[src/bitmap_first_fit_frame_allocator_defines.svh]
// ---------------------------------------------------------------------------
// Bitmap first-fit frame allocator: assertion macros
// Clocked on clk_i and disabled while rst_ni is low.
// ---------------------------------------------------------------------------
`ifndef BITMAP_FIRST_FIT_FRAME_ALLOCATOR_DEFINES_SVH
`define BITMAP_FIRST_FIT_FRAME_ALLOCATOR_DEFINES_SVH

// same-cycle implication
`define BFFA_ASSERT_NOW(label, ante, cons, msg) \
  label: assert property (@(posedge clk_i) disable iff (!rst_ni) (ante) |-> (cons)) \
    else $error(msg);

// next-cycle implication
`define BFFA_ASSERT_NEXT(label, ante, cons, msg) \
  label: assert property (@(posedge clk_i) disable iff (!rst_ni) (ante) |=> (cons)) \
    else $error(msg);

`endif

[src/bffa_pkg.sv]
// ---------------------------------------------------------------------------
// Bitmap first-fit frame allocator: shared package
// Field widths, function codes, register selects, controller states and the
// command and status groups between controller and datapath.
// ---------------------------------------------------------------------------
package bffa_pkg;

  localparam int FrameW  = 18;
  localparam int SrcW    = 16;
  localparam int CountW  = 17;
  localparam int EndW    = 17;
  localparam int PaddrW  = 3;

  localparam logic [1:0] FUNC_ALLOC = 2'd0;
  localparam logic [1:0] FUNC_FREE  = 2'd1;
  localparam logic [1:0] FUNC_MARK  = 2'd2;
  localparam logic [1:0] FUNC_NOP   = 2'd3;

  localparam logic REG_FIRST_FRAME = 1'b0;
  localparam logic REG_END_FRAME   = 1'b1;

  typedef enum logic [3:0] {
    ST_CLEAR,
    ST_IDLE,
    ST_CONV,
    ST_SETUP,
    ST_SEVAL,
    ST_SREAD,
    ST_MREAD,
    ST_MWRITE,
    ST_DONE
  } state_e;

  typedef struct packed {
    logic load;
    logic clr;
    logic div;
    logic setup;
    logic rd;
    logic seval;
    logic wr;
    logic succ;
    logic fail;
  } cmd_t;

  typedef struct packed {
    logic clr_last;
    logic is_alloc;
    logic is_nop;
    logic run_done;
    logic run_fail;
    logic wrap;
  } sts_t;

endpackage

[src/bffa_ctrl.sv]
// ---------------------------------------------------------------------------
// Bitmap first-fit frame allocator: controller
// Sequences the clearing pass, the frame-to-line conversion, the first-fit
// search and the read-modify-write pass over the bitmap lines.
// ---------------------------------------------------------------------------
module bffa_ctrl (
  input  logic            clk_i,
  input  logic            rst_ni,
  input  logic            start_i,
  input  bffa_pkg::sts_t  sts_i,
  output bffa_pkg::cmd_t  cmd_o,
  output logic            busy_o,
  output logic            done_o
);
  import bffa_pkg::*;

  state_e state_q, state_d;

  always_ff @(posedge clk_i or negedge rst_ni) begin
    if (!rst_ni) begin
      state_q <= ST_CLEAR;
    end else begin
      state_q <= state_d;
    end
  end

  always_comb begin
    state_d = state_q;
    cmd_o   = '0;
    unique case (state_q)
      ST_CLEAR: begin
        cmd_o.clr = 1'b1;
        if (sts_i.clr_last) begin
          state_d = ST_IDLE;
        end
      end
      ST_IDLE: begin
        if (start_i) begin
          cmd_o.load = 1'b1;
          state_d    = ST_CONV;
        end
      end
      ST_CONV: begin
        cmd_o.div = 1'b1;
        state_d   = ST_SETUP;
      end
      ST_SETUP: begin
        cmd_o.setup = 1'b1;
        if (sts_i.is_nop) begin
          state_d = ST_DONE;
        end else if (sts_i.is_alloc) begin
          state_d = ST_SEVAL;
        end else begin
          state_d = ST_MREAD;
        end
      end
      ST_SEVAL: begin
        if (sts_i.run_done) begin
          cmd_o.succ = 1'b1;
          state_d    = ST_MREAD;
        end else if (sts_i.run_fail) begin
          cmd_o.fail = 1'b1;
          state_d    = ST_DONE;
        end else if (sts_i.wrap) begin
          state_d = ST_SREAD;
        end else begin
          cmd_o.seval = 1'b1;
        end
      end
      ST_SREAD: begin
        cmd_o.rd = 1'b1;
        state_d  = ST_SEVAL;
      end
      ST_MREAD: begin
        if (sts_i.run_done) begin
          state_d = ST_DONE;
        end else begin
          cmd_o.rd = 1'b1;
          state_d  = ST_MWRITE;
        end
      end
      ST_MWRITE: begin
        cmd_o.wr = 1'b1;
        state_d  = ST_MREAD;
      end
      ST_DONE: begin
        state_d = ST_IDLE;
      end
      default: begin
        state_d = ST_IDLE;
      end
    endcase
  end

  assign busy_o = (state_q != ST_IDLE);
  assign done_o = (state_q == ST_DONE);

endmodule

[config.mk]
export PLATFORM = sky130hd
export DESIGN_NAME = bffa_ctrl
export DESIGN_NICKNAME = d
export VERILOG_FILES = /design/src/bitmap_first_fit_frame_allocator_defines.svh /design/src/bffa_pkg.sv /design/src/bffa_ctrl.sv
export SDC_FILE = /design/constraint.sdc
export NUM_CORES = 1
export LEC_CHECK = 0
export ABC_AREA = 1
export BUFFER_PORTS_ARGS = -buffer_cell sky130_fd_sc_hd__buf_4
export CAP_MARGIN = 20
export CELL_PAD_IN_SITES_DETAIL_PLACEMENT = 1
export CELL_PAD_IN_SITES_GLOBAL_PLACEMENT = 1
export CORE_MARGIN = 1
export CORE_UTILIZATION = 28
export CTS_CLUSTER_SIZE = 28
export DETAILED_ROUTE_END_ITERATION = 10
export GPL_TIMING_DRIVEN = 1
export PLACE_DENSITY = 0.82
export SLEW_MARGIN = 30
export SYNTH_ARGS = -nofsm -noshare
export SYNTH_HDL_FRONTEND = slang
export SYNTH_SLANG_ARGS = --single-unit
[constraint.sdc]
create_clock -name clk_i -period 1.4 [get_ports clk_i]
set_input_delay 0.14 -clock clk_i [delete_from_list [all_inputs] [get_ports clk_i]]
set_output_delay 0.14 -clock clk_i [all_outputs]
set_load 0.02 [all_outputs]
Word level (Yosys, flattened, before mapping) --
Cells that the tools add are included.
Word-level totals: register bits 4, input bits 9, output and inout port bits 11, word-level logic and storage cells 40
Cells by class: equality and inequality tests 12, multiplexer cells 25, reductions and logical operators 2
Operators with widths (number):
- one-hot mux 4 bit (8 select lines) | 1
- two-way mux 4 bit | 7
- equality test 4 x 3 -> 1 bit (second input constant) | 4
- two-way mux 1 bit | 14
- equality test 4 x 2 -> 1 bit (second input constant) | 2
- equality test 4 x 1 -> 1 bit (second input constant) | 1
- equality test 4 bit (second input constant) | 1
- zero test 4 bit | 1
- two-way mux 2 bit | 2
- inequality test 2 bit (second input constant) | 2
- inequality test 4 x 1 -> 1 bit (second input constant) | 1
- inequality test 4 bit (second input constant) | 1
- AND reduction 3 bit | 1
- one-hot mux 1 bit (2 select lines) | 1

Depth between registers and ports, before layout --
Gate-level depths: netlist of run 1.
depth after elaboration 4, depth in mapped cells 8, depth with buffers taken out 7

Least setup slack after synthesis of run 1 --
Ideal clock, no wire load.
kind register to output, start point register state_q[2], end point output port cmd_o[8] (netlist name), data arrival time 1155 ps, data required time 1260 ps, path slack 105 ps, stages on the path, launching flop included 4, path buffers 0, cell sequence dfrtp_1 nor2_1 nand3_1 nor2_1
RTL lines:
- start, declared | line bffa_ctrl.sv:17 | state_e state_q, state_d;
- start signal, assigned | line bffa_ctrl.sv:23 | state_q <= state_d;
- end, declared | line bffa_ctrl.sv:11 | output bffa_pkg::cmd_t cmd_o,

==> results_dict.tcl, run 1 <==
set metrics [dict create \
    met2_usage_pct 37.5 \
    powerDensity_mw_per_mm2 2090 \
    timing_worst_setup_path_type "flop to primary output" \
    drt_iter0_markers 7 \
    die_y_um 40.8 \
    worstPathRequired_ps 1260 \
    synth_xor_area_share_pct 0 \
    timing.final.crit_period_ps 1410 \
    violations "negative setup slack" \
    rsz0062_at_grt "yes" \
    synthTopCellsByArea "dfrtp_1 (24%), nand3_1 (9.5%), nand2_1 (8.0%)" \
    drive_gt1_share_pct 62.6 \
    yosysTopAreaCell "dfrtp_1" \
    yosysSeqAreaShare_pct 23.7 \
    cts_buffers 3 \
    ir_drop_v 0.000813 \
    grt_pass1_wl_um 2220 \
    drt-vias-per-instance 5.06 \
    ys_warn_count 0 \
    synth_fa_ha_area_share_pct 0 \
    drt_pass1_iterations 4 \
    grt_use_total_pct 21.1 \
    nNetsFinal 110 \
    grt_use_met3_pct 5.43 \
    n_antenna_cell 0 \
    min_period_over_period_pct 101 \
    cts_root_buf "clkbuf_4" \
    synth_edf_count 0 \
    synth-compound-area-share_pct 6.53 \
    core.rowCount 13 \
    worst_hold_slack_ps 207 \
    fin_area_sq_um 763 \
    coreArea_sq_mm 0.00135 \
    wl_per_cell_um 16.2 \
    syn2layout_area_growth_pct 81.0 \
    outcome "finished with violations" \
    ys_ff_latch 4 \
    endpoint_kind "primary output" \
    place_area_sq_um 572 \
    cts_tree "built" \
    syn_nets 73 \
    power_w 0.00159 \
    ant_nets 0 \
    synth_flop_cell "dfrtp_1" \
    start_util_pct 31.2 \
    worstPathArrival_ps 1270 \
    skew_ps 9.09 \
    drc_errors 0 \
    htreeDepth 1 \
    synth_cell_types 20 \
    worst_pin_slew_ps 233 \
    async_reset_ff_share_pct 100 \
    largest_register "state_q" \
    clock_latency_ps 250 \
    clk_pin_slew_ps 40 \
    slew_headroom_pct 84.3 \
    synthSimpleGateAreaFrac_pct 54.9 \
    postSynthAreaPerCell_sq_um 6.59 \
    place_congestion 0.807 \
    largest_reg_flops 4 \
    reg_top3 "state_q x4" \
    cp_max_fo 6 \
    gr-total-overflow 0 \
    timing.final.ws_setup_ps -13.0 \
    fmax_mhz 708 \
    maxCapViolCount 0 \
    syn_inst 64 \
    slew_violations 0 \
    synth.top_cell.area_share_pct 23.7 \
    grt_pass1_vias 517 \
    post-place-ws_ps 192 \
    met1_usage_pct 23.4 \
    clock_sinks 4 \
    nFillCells 184 \
    p_leak_nw 0.415 \
    finalSetupViolCount 2 \
    die_width_um 40.8 \
    hold_path.class "input port to flop" \
    via_count 577 \
    syn_area_sq_um 422 \
    numPortBuffers 19 \
    wirelength_um 1850 \
    worstSetupStartpointType "flop" \
    grt_max_degree 8 \
    muxShareOfSynthArea_pct 0 \
    dpl.hpwl_um 987 \
    antenna_found_initial 0 \
    synth_top_family_by_area "simple AND/OR/NAND/NOR gates" \
    dieArea_sq_mm 0.00167 \
    hold_viol 0 \
    clockBufferDepth 2 \
    io_pins 20 \
    grt.busiest_layer "met2" \
]
[logic make-up (layout without fill, tap and decap cells)]
family	after synthesis	count (layout)
compound gates	5	5
buf+inv	14	49
simple gates	41	41
flops	4	4
[critical path, cell delays in order (launching register included)]
cell and delay, ps:
dfrtp_1 420, inv_4 130, nand2_4 90, nor2_4 120, nand3_2 100, inv_2 60
buf_6 100
[cells in the mapped netlist (2+ instances only)]
master,number
nand4_1,2
nand3b_1,2
inv_1,7
nor2_4,2
nor2_1,9
nor3_1,2
nor2_2,2
dfrtp_1,4
nand2_2,2
nand2_1,9
inv_2,5
a21oi_1,2
nand2_4,2
nand3_1,8
[timing repair]
item | in CTS | in global routing
buffers inserted | 5 | 8
hold buffers | 1 | 0
resized for setup | 6 | 14
pin swaps | 1 | 5
hold endpoints to repair | 4 | 0
setup endpoints to repair | 8 | 9
[cells in the final DEF, fill, tap and decap left out]
cell type       n
a21oi_1         2
o211ai_1        1
dlygate4sd3_1   1
nand3_1         5
nand2_1         8
inv_1           4
nor3_1          1
nor3_4          1
nand4_1         2
nor2_1          7
inv_2           7
nand3_2         3
nor3_2          1
inv_4           2
buf_6           5
o21ai_0         1
dfrtp_1         2
clkbuf_4        3
o21ai_1         1
nand2_4         3
nor2_2          3
nand3b_1        2
nor2_4          3
dfrtp_2         2
nand2_2         2
buf_4          27
[worst paths after layout]
path                            start         end  slack, ps  cells past startpoint
max                        state_q[1]    cmd_o[0]        -10                      6
min                          sts_i[3]  state_q[3]        210                      3
max reg2reg                state_q[0]  state_q[1]         90                      7
min reg2reg                state_q[3]  state_q[0]        690                      3
max in group asynchronous      rst_ni  state_q[2]       1040                      2
min in group asynchronous      rst_ni  state_q[1]        230                      2
[layout make-up]
| cell class | instances | area [sq um] | area share [%] |
|---|---|---|---|
| flip-flops and latches | 4 | 103 | 13.4 |
| well taps | 15 | 18.8 | 2.46 |
| clock buffers | 3 | 22.5 | 2.95 |
| inverters | 13 | 53.8 | 7.05 |
| repair buffers | 33 | 269 | 35.2 |
| multi-input cells | 46 | 297 | 38.9 |
[power by group]
part,switching [W],internal (W),leakage [nW]
combinational,0.000680,0.000497,0.353
clock,0.0000592,0.0000967,0.0138
sequential,0.0000913,0.000171,0.0487
[metrics by stage]
stage,TNS [ps],utilization (%),std cells
after floorplan,0,-,64
after global placement,0,42.4,97
after detailed placement,0,42.4,97
after CTS,-4.28,49.0,106
after global routing,-365,56.5,114
final,-14.7,56.5,114
[routing by layer]
metal  wire length (um)  vias to the layer above
met3                 63                        4
met1                738                      279
met4                 38                        0
met2               1010                       21
li1                   -                      273
met5                  0                        -
No activity file was read; power rests on OpenSTA's default activity.
==> inputs of run 2 (changes only) <==
CTS_CLUSTER_SIZE = 14   (was 28)
clock period = 1.45 ns   (was 1.4 ns; I/O delays follow)
==> run 2 against run 1 <==
Against the previous run: clock power is 10% lower; die area stayed put; critical endpoint is now cmd_o[4]; total power is 16% lower; core utilization is 7.2 points lower; worst hold slack worse by 5.6 ps; critical path depth stayed put; non-clock buffer count is 8 lower; the run now ends clean; highest routed layer unchanged; worst setup slack better by 23 ps; cell count is 7.0% lower; via count is 6.8% lower; sequential power is 7.6% lower.
==> results_dict.tcl, run 2 (synthesis results as in run 1) <==
set metrics [dict create \
    place_area_sq_um 572 \
    worstSetupStartpointType "flop" \
    coreArea_sq_mm 0.00135 \
    p_switching_w 0.000705 \
    r2r_end "state_q[0]" \
    post-place-ws_ps 237 \
    cts_root_buf "clkbuf_4" \
    worst_pin_slew_ps 227 \
    nNetsFinal 102 \
    slew_violations 0 \
    powerDensity_mw_per_mm2 2010 \
    worstPathRequired_ps 1310 \
    ir_drop_v 0.000633 \
    cpLargestDelayFamily "flip-flops" \
    fmax_mhz 694 \
    endpoint_kind "primary output" \
    reg2reg_slack_ps 190 \
    switching_share_pct 52.8 \
    worstRegToRegCells 7 \
    final_cell_mix "buf_4 (23), nand2_1 (8), nor2_1 (7)" \
    path_depth 6 \
    cp-endpoint "cmd_o[4]" \
    drc_errors 0 \
    die_width_um 40.8 \
    dpl.hpwl_um 987 \
    drive_gt1_share_pct 56.0 \
    drt_iter0_markers 10 \
    drt_pass1_iterations 4 \
    p_int_w 0.000630 \
    start_util_pct 31.2 \
    timing.final.crit_period_ps 1440 \
    dieArea_sq_mm 0.00167 \
    syn2layout_area_growth_pct 57.9 \
    finalSetupViolCount 0 \
    rsz0062_at_grt "yes" \
    p_clk_share_pct 10.5 \
    antenna_found_initial 0 \
    clock_sinks 4 \
    clockBufferDepth 2 \
    min_period_over_period_pct 99.3 \
    io_pins 20 \
    wl_per_cell_um 12.9 \
    cts_buffers 3 \
    maxCapViolCount 0 \
    path_buf_inv 3 \
    htreeDepth 1 \
    reg_top3 "state_q x4" \
    cp_slowest_cell "dfrtp_1" \
    cp_max_fo 5 \
    grt_pass1_wl_um 1980 \
    final_common_cell "buf_4" \
    grt_use_total_pct 18.7 \
    timing.final.ws_setup_ps 10.1 \
    fin_area_sq_um 666 \
    grt_max_degree 10 \
    fin_util_pct 49.3 \
    p_leak_nw 0.373 \
    combPwrFrac_pct 71.4 \
    outcome "finished, final reports clean" \
    hold_viol 0 \
    power_frac_seq_pct 18.1 \
    n_antenna_cell 0 \
    via_count 538 \
    clk_pin_slew_ps 30 \
    grt_pass1_vias 472 \
    worstPathArrival_ps 1290 \
    wirelength_um 1370 \
    timing_worst_setup_path_type "flop to primary output" \
    reg2reg_from "state_q[0]" \
    worstPathCellList "inv_2 > nand2_4 > inv_4 > nand3_1 > nand2_2 > buf_4" \
    skew_ps 3.67 \
    core.rowCount 13 \
    ant_nets 0 \
    slew_headroom_pct 84.7 \
    clock_latency_ps 240 \
    drt-vias-per-instance 5.08 \
    numPortBuffers 19 \
    max_stage_delay_ps 410 \
    hold_path.class "input port to flop" \
    place_congestion 0.807 \
    gr-total-overflow 0 \
    largest_register "state_q" \
    cts_tree "built" \
    die_y_um 40.8 \
    largest_reg_flops 4 \
    cp-startpoint "state_q[3]" \
]
==> run 2: cell type report <==
| class | count | area (sq um) |
|---|---|---|
| well taps | 15 | 18.8 |
| inverters | 13 | 56.3 |
| clock buffers | 3 | 22.5 |
| fillers | 190 | 684 |
| multi-input cells | 46 | 277 |
| repair buffers | 25 | 188 |
| flip-flops and latches | 4 | 104 |
==> run 2: timing repair <==
action,CTS,global route
hold endpoints to repair,4,0
pin swaps,0,1
setup endpoints to repair,2,9
buffers inserted,0,5
hold buffers,1,0
gates resized for setup,1,11
==> run 2: power by group through the flow <==
stage | logic (W) | registers, W | clock network (W)
global route | 0.00104 | 0.000248 | 0.000148
global placement | 0.000781 | 0.000246 | 0
detailed placement | 0.000799 | 0.000249 | 0
finish | 0.000954 | 0.000242 | 0.000140
CTS | 0.000820 | 0.000251 | 0.000139
floorplan | 0.000622 | 0.000200 | 0
==> run 2: worst min path at each step <==
| stage | startpoint | endpoint | slack [ps] | cells after the start |
|---|---|---|---|---|
| finish | sts_i[3] | state_q[3] | 200 | 3 |
| global route | sts_i[3] | state_q[3] | 230 | 3 |
| CTS | sts_i[3] | state_q[3] | 210 | 3 |
| detailed placement | rst_ni | state_q[2] | -60 | 1 |
| global placement | rst_ni | state_q[3] | -60 | 1 |
| floorplan | rst_ni | state_q[0] | -150 | 0 |
==> run 2: worst register-to-register path, delay by kind of cell (launching register included) <==
| family | cells | cell delay, ps |
|---|---|---|
| AND/OR/NAND/NOR | 6 | 540 |
| flip-flops | 1 | 440 |
| buffers and inverters | 1 | 170 |
==> run 2: per-layer routing <==
layer  wire length [um]  global-route usage (%)  up-vias
li1                   -                       -      263
met3                 88                    4.89        2
met2                698                    34.0       23
met4                 14                    5.00        0
met1                569                    21.1      250
met5                  0                       0        -
==> run 2: per-stage QoR <==
stage	TNS, ps	cells	power, W	hold slack, ps
floorplan	0	64	0.000822	-151
global placement	0	97	0.00103	-59.6
detailed placement	0	97	0.00105	-59.0
CTS	0	101	0.00121	209
global route	-81.3	106	0.00144	231
finish	0	106	0.00134	201
